## src/rtl/rsts_pkg.sv

```systemverilog
// Shared types and constants for the remote time-set sequencer.
`default_nettype none

package rsts_pkg;

    localparam int BYTE_W    = 8;
    localparam int CNT_W     = 8;
    localparam int HOURS_W   = 5;
    localparam int MINSEC_W  = 6;
    localparam int CFG_IDX_W = 2;

    localparam logic [BYTE_W-1:0] HOURS_LIMIT       = 8'd24;
    localparam logic [BYTE_W-1:0] MINSEC_LIMIT      = 8'd60;
    localparam logic [CNT_W-1:0]  WAIT_LIMIT_RESET  = 8'd200;
    localparam logic [CNT_W-1:0]  MAX_RETRIES_RESET = 8'd3;

    localparam logic [CFG_IDX_W-1:0] CFG_WAIT_LIMIT  = 2'd0;
    localparam logic [CFG_IDX_W-1:0] CFG_MAX_RETRIES = 2'd1;

    typedef enum logic [1:0] {
        REQ_NONE    = 2'd0,
        REQ_HOURS   = 2'd1,
        REQ_MINUTES = 2'd2,
        REQ_SECONDS = 2'd3
    } send_req_t;

    typedef enum logic [1:0] {
        EV_NONE    = 2'd0,
        EV_FORMAT  = 2'd1,
        EV_TIMEOUT = 2'd2,
        EV_SUCCESS = 2'd3
    } event_t;

    typedef enum logic [2:0] {
        PH_ASK_HOURS    = 3'd0,
        PH_WAIT_HOURS   = 3'd1,
        PH_ASK_MINUTES  = 3'd2,
        PH_WAIT_MINUTES = 3'd3,
        PH_ASK_SECONDS  = 3'd4,
        PH_WAIT_SECONDS = 3'd5
    } phase_t;

    typedef struct packed {
        logic                 mode;
        phase_t               phase;
        logic [CNT_W-1:0]     wait_cnt;
        logic [CNT_W-1:0]     retry_cnt;
        logic [HOURS_W-1:0]   hours;
        logic [MINSEC_W-1:0]  minutes;
        logic [MINSEC_W-1:0]  seconds;
    } seq_state_t;

    typedef struct packed {
        logic              tick;
        logic              start;
        logic              rx_flag;
        logic              rx_nonempty;
        logic [BYTE_W-1:0] rx_byte;
    } tick_in_t;

    typedef struct packed {
        logic [CNT_W-1:0] wait_limit;
        logic [CNT_W-1:0] max_retries;
    } seq_cfg_t;

    typedef struct packed {
        send_req_t send;
        event_t    evt;
    } step_out_t;

endpackage

`default_nettype wire

```

## src/rtl/rsts_step.sv

```systemverilog
// Next-state and result logic for one timer tick of the sequencer.
`default_nettype none

module rsts_step
    import rsts_pkg::*;
(
    input  wire seq_state_t cur,
    input  wire seq_cfg_t   cfg,
    input  wire tick_in_t   item,
    output seq_state_t      nxt,
    output step_out_t       res
);

    logic              in_wait;
    logic              timeout;
    logic              give_up;
    logic              byte_bad;
    logic [BYTE_W-1:0] byte_limit;

    assign in_wait    = (cur.phase == PH_WAIT_HOURS) || (cur.phase == PH_WAIT_MINUTES)
                        || (cur.phase == PH_WAIT_SECONDS);
    assign timeout    = (cur.wait_cnt >= cfg.wait_limit);
    assign give_up    = (cur.retry_cnt >= cfg.max_retries);
    assign byte_limit = (cur.phase == PH_WAIT_HOURS) ? HOURS_LIMIT : MINSEC_LIMIT;
    assign byte_bad   = !item.rx_nonempty || (item.rx_byte >= byte_limit);

    // Next state
    always_comb
    begin
        nxt = cur;
        if (item.tick)
        begin
            if (!cur.mode)
            begin
                if (item.start)
                begin
                    nxt.retry_cnt = '0;
                    nxt.mode      = 1'b1;
                    nxt.phase     = PH_ASK_HOURS;
                end
            end
            else
            begin
                unique case (cur.phase)
                    PH_ASK_HOURS:
                    begin
                        nxt.phase    = PH_WAIT_HOURS;
                        nxt.wait_cnt = '0;
                    end
                    PH_ASK_MINUTES:
                    begin
                        nxt.phase    = PH_WAIT_MINUTES;
                        nxt.wait_cnt = '0;
                    end
                    PH_ASK_SECONDS:
                    begin
                        nxt.phase    = PH_WAIT_SECONDS;
                        nxt.wait_cnt = '0;
                    end
                    PH_WAIT_HOURS, PH_WAIT_MINUTES, PH_WAIT_SECONDS:
                    begin
                        priority if (timeout)
                        begin
                            if (give_up)
                            begin
                                nxt.mode = 1'b0;
                            end
                            else
                            begin
                                nxt.phase     = phase_t'({cur.phase[2:1], 1'b0});
                                nxt.wait_cnt  = '0;
                                nxt.retry_cnt = cur.retry_cnt + 1'b1;
                            end
                        end
                        else if (!item.rx_flag)
                        begin
                            nxt.wait_cnt = cur.wait_cnt + 1'b1;
                        end
                        else if (byte_bad)
                        begin
                            // restart the current request
                            nxt.phase     = phase_t'({cur.phase[2:1], 1'b0});
                            nxt.retry_cnt = '0;
                        end
                        else if (cur.phase == PH_WAIT_HOURS)
                        begin
                            nxt.hours     = item.rx_byte[HOURS_W-1:0];
                            nxt.phase     = PH_ASK_MINUTES;
                            nxt.retry_cnt = '0;
                        end
                        else if (cur.phase == PH_WAIT_MINUTES)
                        begin
                            nxt.minutes   = item.rx_byte[MINSEC_W-1:0];
                            nxt.phase     = PH_ASK_SECONDS;
                            nxt.retry_cnt = '0;
                        end
                        else
                        begin
                            nxt.seconds = item.rx_byte[MINSEC_W-1:0];
                            nxt.mode    = 1'b0;
                        end
                    end
                    default:
                    begin
                    end
                endcase
            end
        end
    end

    // Result codes
    always_comb
    begin
        res.send = REQ_NONE;
        res.evt  = EV_NONE;
        if (item.tick && cur.mode)
        begin
            unique case (cur.phase)
                PH_ASK_HOURS:   res.send = REQ_HOURS;
                PH_ASK_MINUTES: res.send = REQ_MINUTES;
                PH_ASK_SECONDS: res.send = REQ_SECONDS;
                default:        res.send = REQ_NONE;
            endcase
            if (in_wait)
            begin
                priority if (timeout)
                begin
                    res.evt = give_up ? EV_TIMEOUT : EV_NONE;
                end
                else if (!item.rx_flag)
                begin
                    res.evt = EV_NONE;
                end
                else if (byte_bad)
                begin
                    res.evt = EV_FORMAT;
                end
                else if (cur.phase == PH_WAIT_SECONDS)
                begin
                    res.evt = EV_SUCCESS;
                end
                else
                begin
                    res.evt = EV_NONE;
                end
            end
        end
    end

endmodule

`default_nettype wire

```

## src/rtl/remote_time_set_sequencer_top.sv

```systemverilog
// Top level of the remote time-set sequencer.
// A request's result is registered when the request is accepted.
// Throughput: one request per cycle while out_ready holds; the output register frees in the cycle it is taken.
// The sequencer state updates at the accept edge, so each request sees the last one's state.
// Configuration writes are taken in every cycle (ready held high).
// Reset (rst_n low, async): idle, counters and time cleared, limits 200 and 3, no result.
`default_nettype none

module remote_time_set_sequencer_top
    import rsts_pkg::*;
(
    input  wire                  clk,
    input  wire                  rst_n,

    input  wire                  cfg_valid,
    output logic                 cfg_ready,
    input  wire [CFG_IDX_W-1:0]  cfg_index,
    input  wire [CNT_W-1:0]      cfg_data,

    input  wire                  in_valid,
    output logic                 in_ready,
    input  wire                  timer_tick,
    input  wire                  start_request,
    input  wire                  rx_flag,
    input  wire                  rx_nonempty,
    input  wire [BYTE_W-1:0]     rx_last_byte,

    output logic                 out_valid,
    input  wire                  out_ready,
    output logic [1:0]           send_request,
    output logic [1:0]           event_code,
    output logic                 in_update_mode,
    output logic [HOURS_W-1:0]   hours_value,
    output logic [MINSEC_W-1:0]  minutes_value,
    output logic [MINSEC_W-1:0]  seconds_value
);

    seq_cfg_t   cfg_reg;
    seq_state_t state_reg;
    seq_state_t state_next;
    tick_in_t   item;
    step_out_t  res;
    logic       in_fire;

    logic                out_valid_reg;
    logic [1:0]          send_reg;
    logic [1:0]          event_reg;
    logic                mode_out_reg;
    logic [HOURS_W-1:0]  hours_out_reg;
    logic [MINSEC_W-1:0] minutes_out_reg;
    logic [MINSEC_W-1:0] seconds_out_reg;

    assign cfg_ready = 1'b1;
    assign in_ready  = !out_valid_reg || out_ready;
    assign in_fire   = in_valid && in_ready;

    assign item.tick        = timer_tick;
    assign item.start       = start_request;
    assign item.rx_flag     = rx_flag;
    assign item.rx_nonempty = rx_nonempty;
    assign item.rx_byte     = rx_last_byte;

    rsts_step u_step (
        .cur  (state_reg),
        .cfg  (cfg_reg),
        .item (item),
        .nxt  (state_next),
        .res  (res)
    );

    always_ff @(posedge clk or negedge rst_n)
    begin
        if (!rst_n)
        begin
            cfg_reg.wait_limit  <= WAIT_LIMIT_RESET;
            cfg_reg.max_retries <= MAX_RETRIES_RESET;
        end
        else if (cfg_valid)
        begin
            // drop writes to unknown indexes
            if (cfg_index == CFG_WAIT_LIMIT)
            begin
                cfg_reg.wait_limit <= cfg_data;
            end
            else if (cfg_index == CFG_MAX_RETRIES)
            begin
                cfg_reg.max_retries <= cfg_data;
            end
        end
    end

    always_ff @(posedge clk or negedge rst_n)
    begin
        if (!rst_n)
        begin
            state_reg.mode      <= 1'b0;
            state_reg.phase     <= PH_ASK_HOURS;
            state_reg.wait_cnt  <= '0;
            state_reg.retry_cnt <= '0;
            state_reg.hours     <= '0;
            state_reg.minutes   <= '0;
            state_reg.seconds   <= '0;
        end
        else if (in_fire)
        begin
            state_reg <= state_next;
        end
    end

    always_ff @(posedge clk or negedge rst_n)
    begin
        if (!rst_n)
        begin
            out_valid_reg <= 1'b0;
        end
        else if (in_fire)
        begin
            out_valid_reg <= 1'b1;
        end
        else if (out_ready)
        begin
            out_valid_reg <= 1'b0;
        end
    end

    always_ff @(posedge clk)
    begin
        if (in_fire)
        begin
            send_reg        <= res.send;
            event_reg       <= res.evt;
            mode_out_reg    <= state_next.mode;
            hours_out_reg   <= state_next.hours;
            minutes_out_reg <= state_next.minutes;
            seconds_out_reg <= state_next.seconds;
        end
    end

    assign out_valid      = out_valid_reg;
    assign send_request   = send_reg;
    assign event_code     = event_reg;
    assign in_update_mode = mode_out_reg;
    assign hours_value    = hours_out_reg;
    assign minutes_value  = minutes_out_reg;
    assign seconds_value  = seconds_out_reg;

endmodule

`default_nettype wire

```

## config.mk

```make
export PLATFORM = sky130hd
export DESIGN_NAME = remote_time_set_sequencer_top
export DESIGN_NICKNAME = d
export VERILOG_FILES = /design/src/rtl/rsts_pkg.sv /design/src/rtl/rsts_step.sv /design/src/rtl/remote_time_set_sequencer_top.sv
export SDC_FILE = /design/constraint.sdc
export NUM_CORES = 1
export LEC_CHECK = 0
export ABC_CLOCK_PERIOD_IN_PS = 8000
export BUFFER_PORTS_ARGS = -buffer_cell sky130_fd_sc_hd__buf_2
export CAP_MARGIN = 40
export CORE_AREA = 2 2 84 86
export DETAILED_ROUTE_END_ITERATION = 10
export DIE_AREA = 0 0 86 88
export HOLD_SLACK_MARGIN = 0.1
export MAX_ROUTING_LAYER = met4
export PLACE_DENSITY = 0.8
export SLEW_MARGIN = 40
export SYNTH_ARGS = -nofsm -noshare
export SYNTH_HDL_FRONTEND = slang
export SYNTH_SLANG_ARGS = --single-unit
```

## constraint.sdc

```tcl
create_clock -name clk -period 8 [get_ports clk]
set_input_delay 1.6 -clock clk [delete_from_list [all_inputs] [get_ports clk]]
set_output_delay 1.6 -clock clk [all_outputs]
set_load 0.05 [all_outputs]
```

==> results.py <==
metrics = {
    "run_status": {
        "status": "finished clean",
    },
    "floorplanning": {
        "die_w_um": 86,
        "core_sq_um": 6640,
        "num_rows": 30,
        "initial_core_util": 0.589,
        "fp.dieH_um": 88,
        "pin_count": 52,
        "die-area_sq_um": 7570,
    },
    "logic_synthesis": {
        "synth_edf_count": 22,
        "synth.area.top_cells": "dfrtp_1 31%, edfxtp_1 17%, mux2_2 12%",
        "syn_nets": 387,
        "synth_top_area_share": 0.313,
        "synthDistinctLibCells": 55,
        "syn-instance-count": 340,
        "synth_top_area_cell": "dfrtp_1",
        "synth_ff_type": "dfrtp_1",
        "ys_warn_count": 0,
        "ys_ff_latch": 76,
        "synth_area_per_cell_sq_um": 11.5,
        "ys_seq_area_frac": 0.515,
        "syn_area_sq_um": 3920,
        "synth-async-reset-ratio": 0.711,
    },
    "clock_tree": {
        "cts_root_buffer": "clkbuf_8",
        "cts.clk_slew.worst_paths_ns": 0.09,
        "postCtsSetupRepairBufs": 0,
        "clock_latency_ns": 0.35,
        "cts_buffers": 9,
        "h-tree-depth": 3,
        "postCtsHoldBufs": 0,
        "cts_tree": "done",
        "cts_resized": 0,
        "clock_path_buffers": 2,
        "clock-sinks": 76,
    },
    "cells_and_area": {
        "final_common_cell": "buf_2",
        "final_cell_mix": "51 x buf_2, 49 x dfrtp_1, 42 x mux2_2",
        "area_delta_synth_final_pct": 14.0,
        "diodes": 0,
        "fin_nets": 441,
        "drive_gt1_frac": 0.318,
        "largest_register_ffs": 37,
        "final_area_sq_um": 4470,
    },
    "pwr": {
        "clock_power_share": 0.306,
        "sequentialPowerShare": 0.461,
        "p_leak_uw": 0.00211,
        "intPower_uw": 722,
        "p_sw_uw": 340,
        "p_per_area_nw_per_um2": 238,
        "vdd_drop_max_mv": 0.127,
        "netSwitchingFraction": 0.320,
        "power_uw": 1060,
        "power_frac_comb": 0.234,
    },
    "timing": {
        "fmax_mhz": 273,
        "setup_viol": 0,
        "fin_crit_ns": 3.67,
        "period_share": 0.458,
        "max-slew-margin-rel": 0.545,
        "rsz0062_at_grt": "false",
        "timing.final.ws_setup_ns": 4.33,
        "hold_viol_final": 0,
        "tightest_slew_ns": 0.682,
        "skew_ns": 0.0176,
        "slew_violations": 0,
        "tns_ns": 0,
    },
    "grt": {
        "grt_use_total": 0.223,
        "grt_pass1_vias": 2751,
        "use_met1": 0.284,
        "grt_use_met3": 0.0396,
        "grt_max_degree": 55,
        "grt_pass1_wl_mm": 12.7,
        "use_met2": 0.354,
        "overflow": 0,
        "busiest_layer": "met2",
        "antenna_found_initial": 0,
    },
    "worst_setup_path": {
        "crit_type": "in -> out",
        "cp.arrival_ns": 2.07,
        "cp-end-kind": "primary output",
        "worstPathRequired_ns": 6.40,
        "critPathLaunchType": "primary input",
        "critPathMaxFanout": 3,
    },
    "detailed_routing": {
        "vias": 2788,
        "totalWireLength_mm": 7.76,
        "postRouteAntennaNets": 0,
        "wl_per_cell_um": 16.2,
        "drtIter0Drc": 189,
        "dr.pass1.iters": 4,
        "vias_per_cell": 5.82,
        "drc": 0,
    },
    "place": {
        "pre_cts_slack_ns": 4.01,
        "postPlaceCellArea_sq_um": 4240,
        "dp_hpwl_mm": 5.55,
        "gp_congestion": 0.786,
        "port_buffers": 50,
    },
    "min_path": {
        "worst_hold_path_type": "reg -> reg",
    },
    "run": {
        "cap_violations": 0,
    },
}
[worst paths after layout]
kind,start,endpoint,slack [ns],cells after the start
setup reg to reg,state_reg[35],minutes_value[3],4.76,10
max in group asynchronous,rst_n,out_valid,6.17,2
hold reg to reg,state_reg[11],state_reg[11],0.50,1
hold / removal,state_reg[11],state_reg[11],0.50,1
setup / recovery,out_ready,in_ready,4.33,3
min in group asynchronous,rst_n,cfg_reg[7],1.37,2
[final cells by class]
| type | instances | area (sq um) |
|---|---|---|
| sequential | 76 | 2020 |
| clock buffer | 9 | 124 |
| timing repair buffer | 55 | 285 |
| multi-input combinational | 230 | 1760 |
| tap | 80 | 100 |
| clock inverter | 7 | 100 |
| inverter | 22 | 82.6 |
| fill | 482 | 2180 |
[power by group through the flow]
stage | combinational [uW] | clock (uW) | sequential, uW
2_1_floorplan | 178 | 0 | 501
3_3_place_gp | 232 | 0 | 495
3_5_place_dp | 245 | 0 | 496
4_1_cts | 248 | 328 | 489
5_1_grt | 279 | 343 | 496
6_report | 248 | 324 | 489
[metrics by stage]
stage	std cells	utilization	hold WS, ns
final	479	0.672	0.504
after global routing	479	0.672	0.525
after CTS	478	0.671	0.503
after detailed placement	462	0.638	0.483
after global placement	462	0.638	0.472
after floorplan	340	-	0.449
[cells in the mapped netlist, drive strengths merged (2+ instances only)]
library cell  count
a21o              5
edfxtp           22
a31oi             7
nor3              4
ha               20
nor4              2
o21ai            25
buf               5
clkbuf            7
xnor2             3
or4b              2
o21a              2
inv              22
nand2            23
and2              4
nand3            18
nor2b             4
o211ai            2
nor2             12
a22o              4
dfrtp            49
nand2b            9
nand4             3
mux2             44
o31ai             3
a21oi             8
dfstp             5
and3              6
[routing by layer]
metal  up-vias  wire length, um
met4         0              133
li1       1358                -
met5         -                0
met2        58             3960
met3        14              223
met1      1358             3440
[cells by family after synthesis]
group                    after synthesis  synth area share
multiplexers                          44             0.127
AND/OR/NAND/NOR                       94             0.130
flip-flops                            76             0.515
AO/OA/AOI/OAI                         68             0.120
other                                  1          0.000958
adder cells (fa/ha/maj)               20            0.0639
XOR/XNOR                               3           0.00671
buffers and inverters                 34            0.0364
[worst max-delay path: stages]
cell	delay (ns)
buf_2	0.09
nand2b_1	0.15
buf_2	0.22
Power figures use the tool's default switching activity.
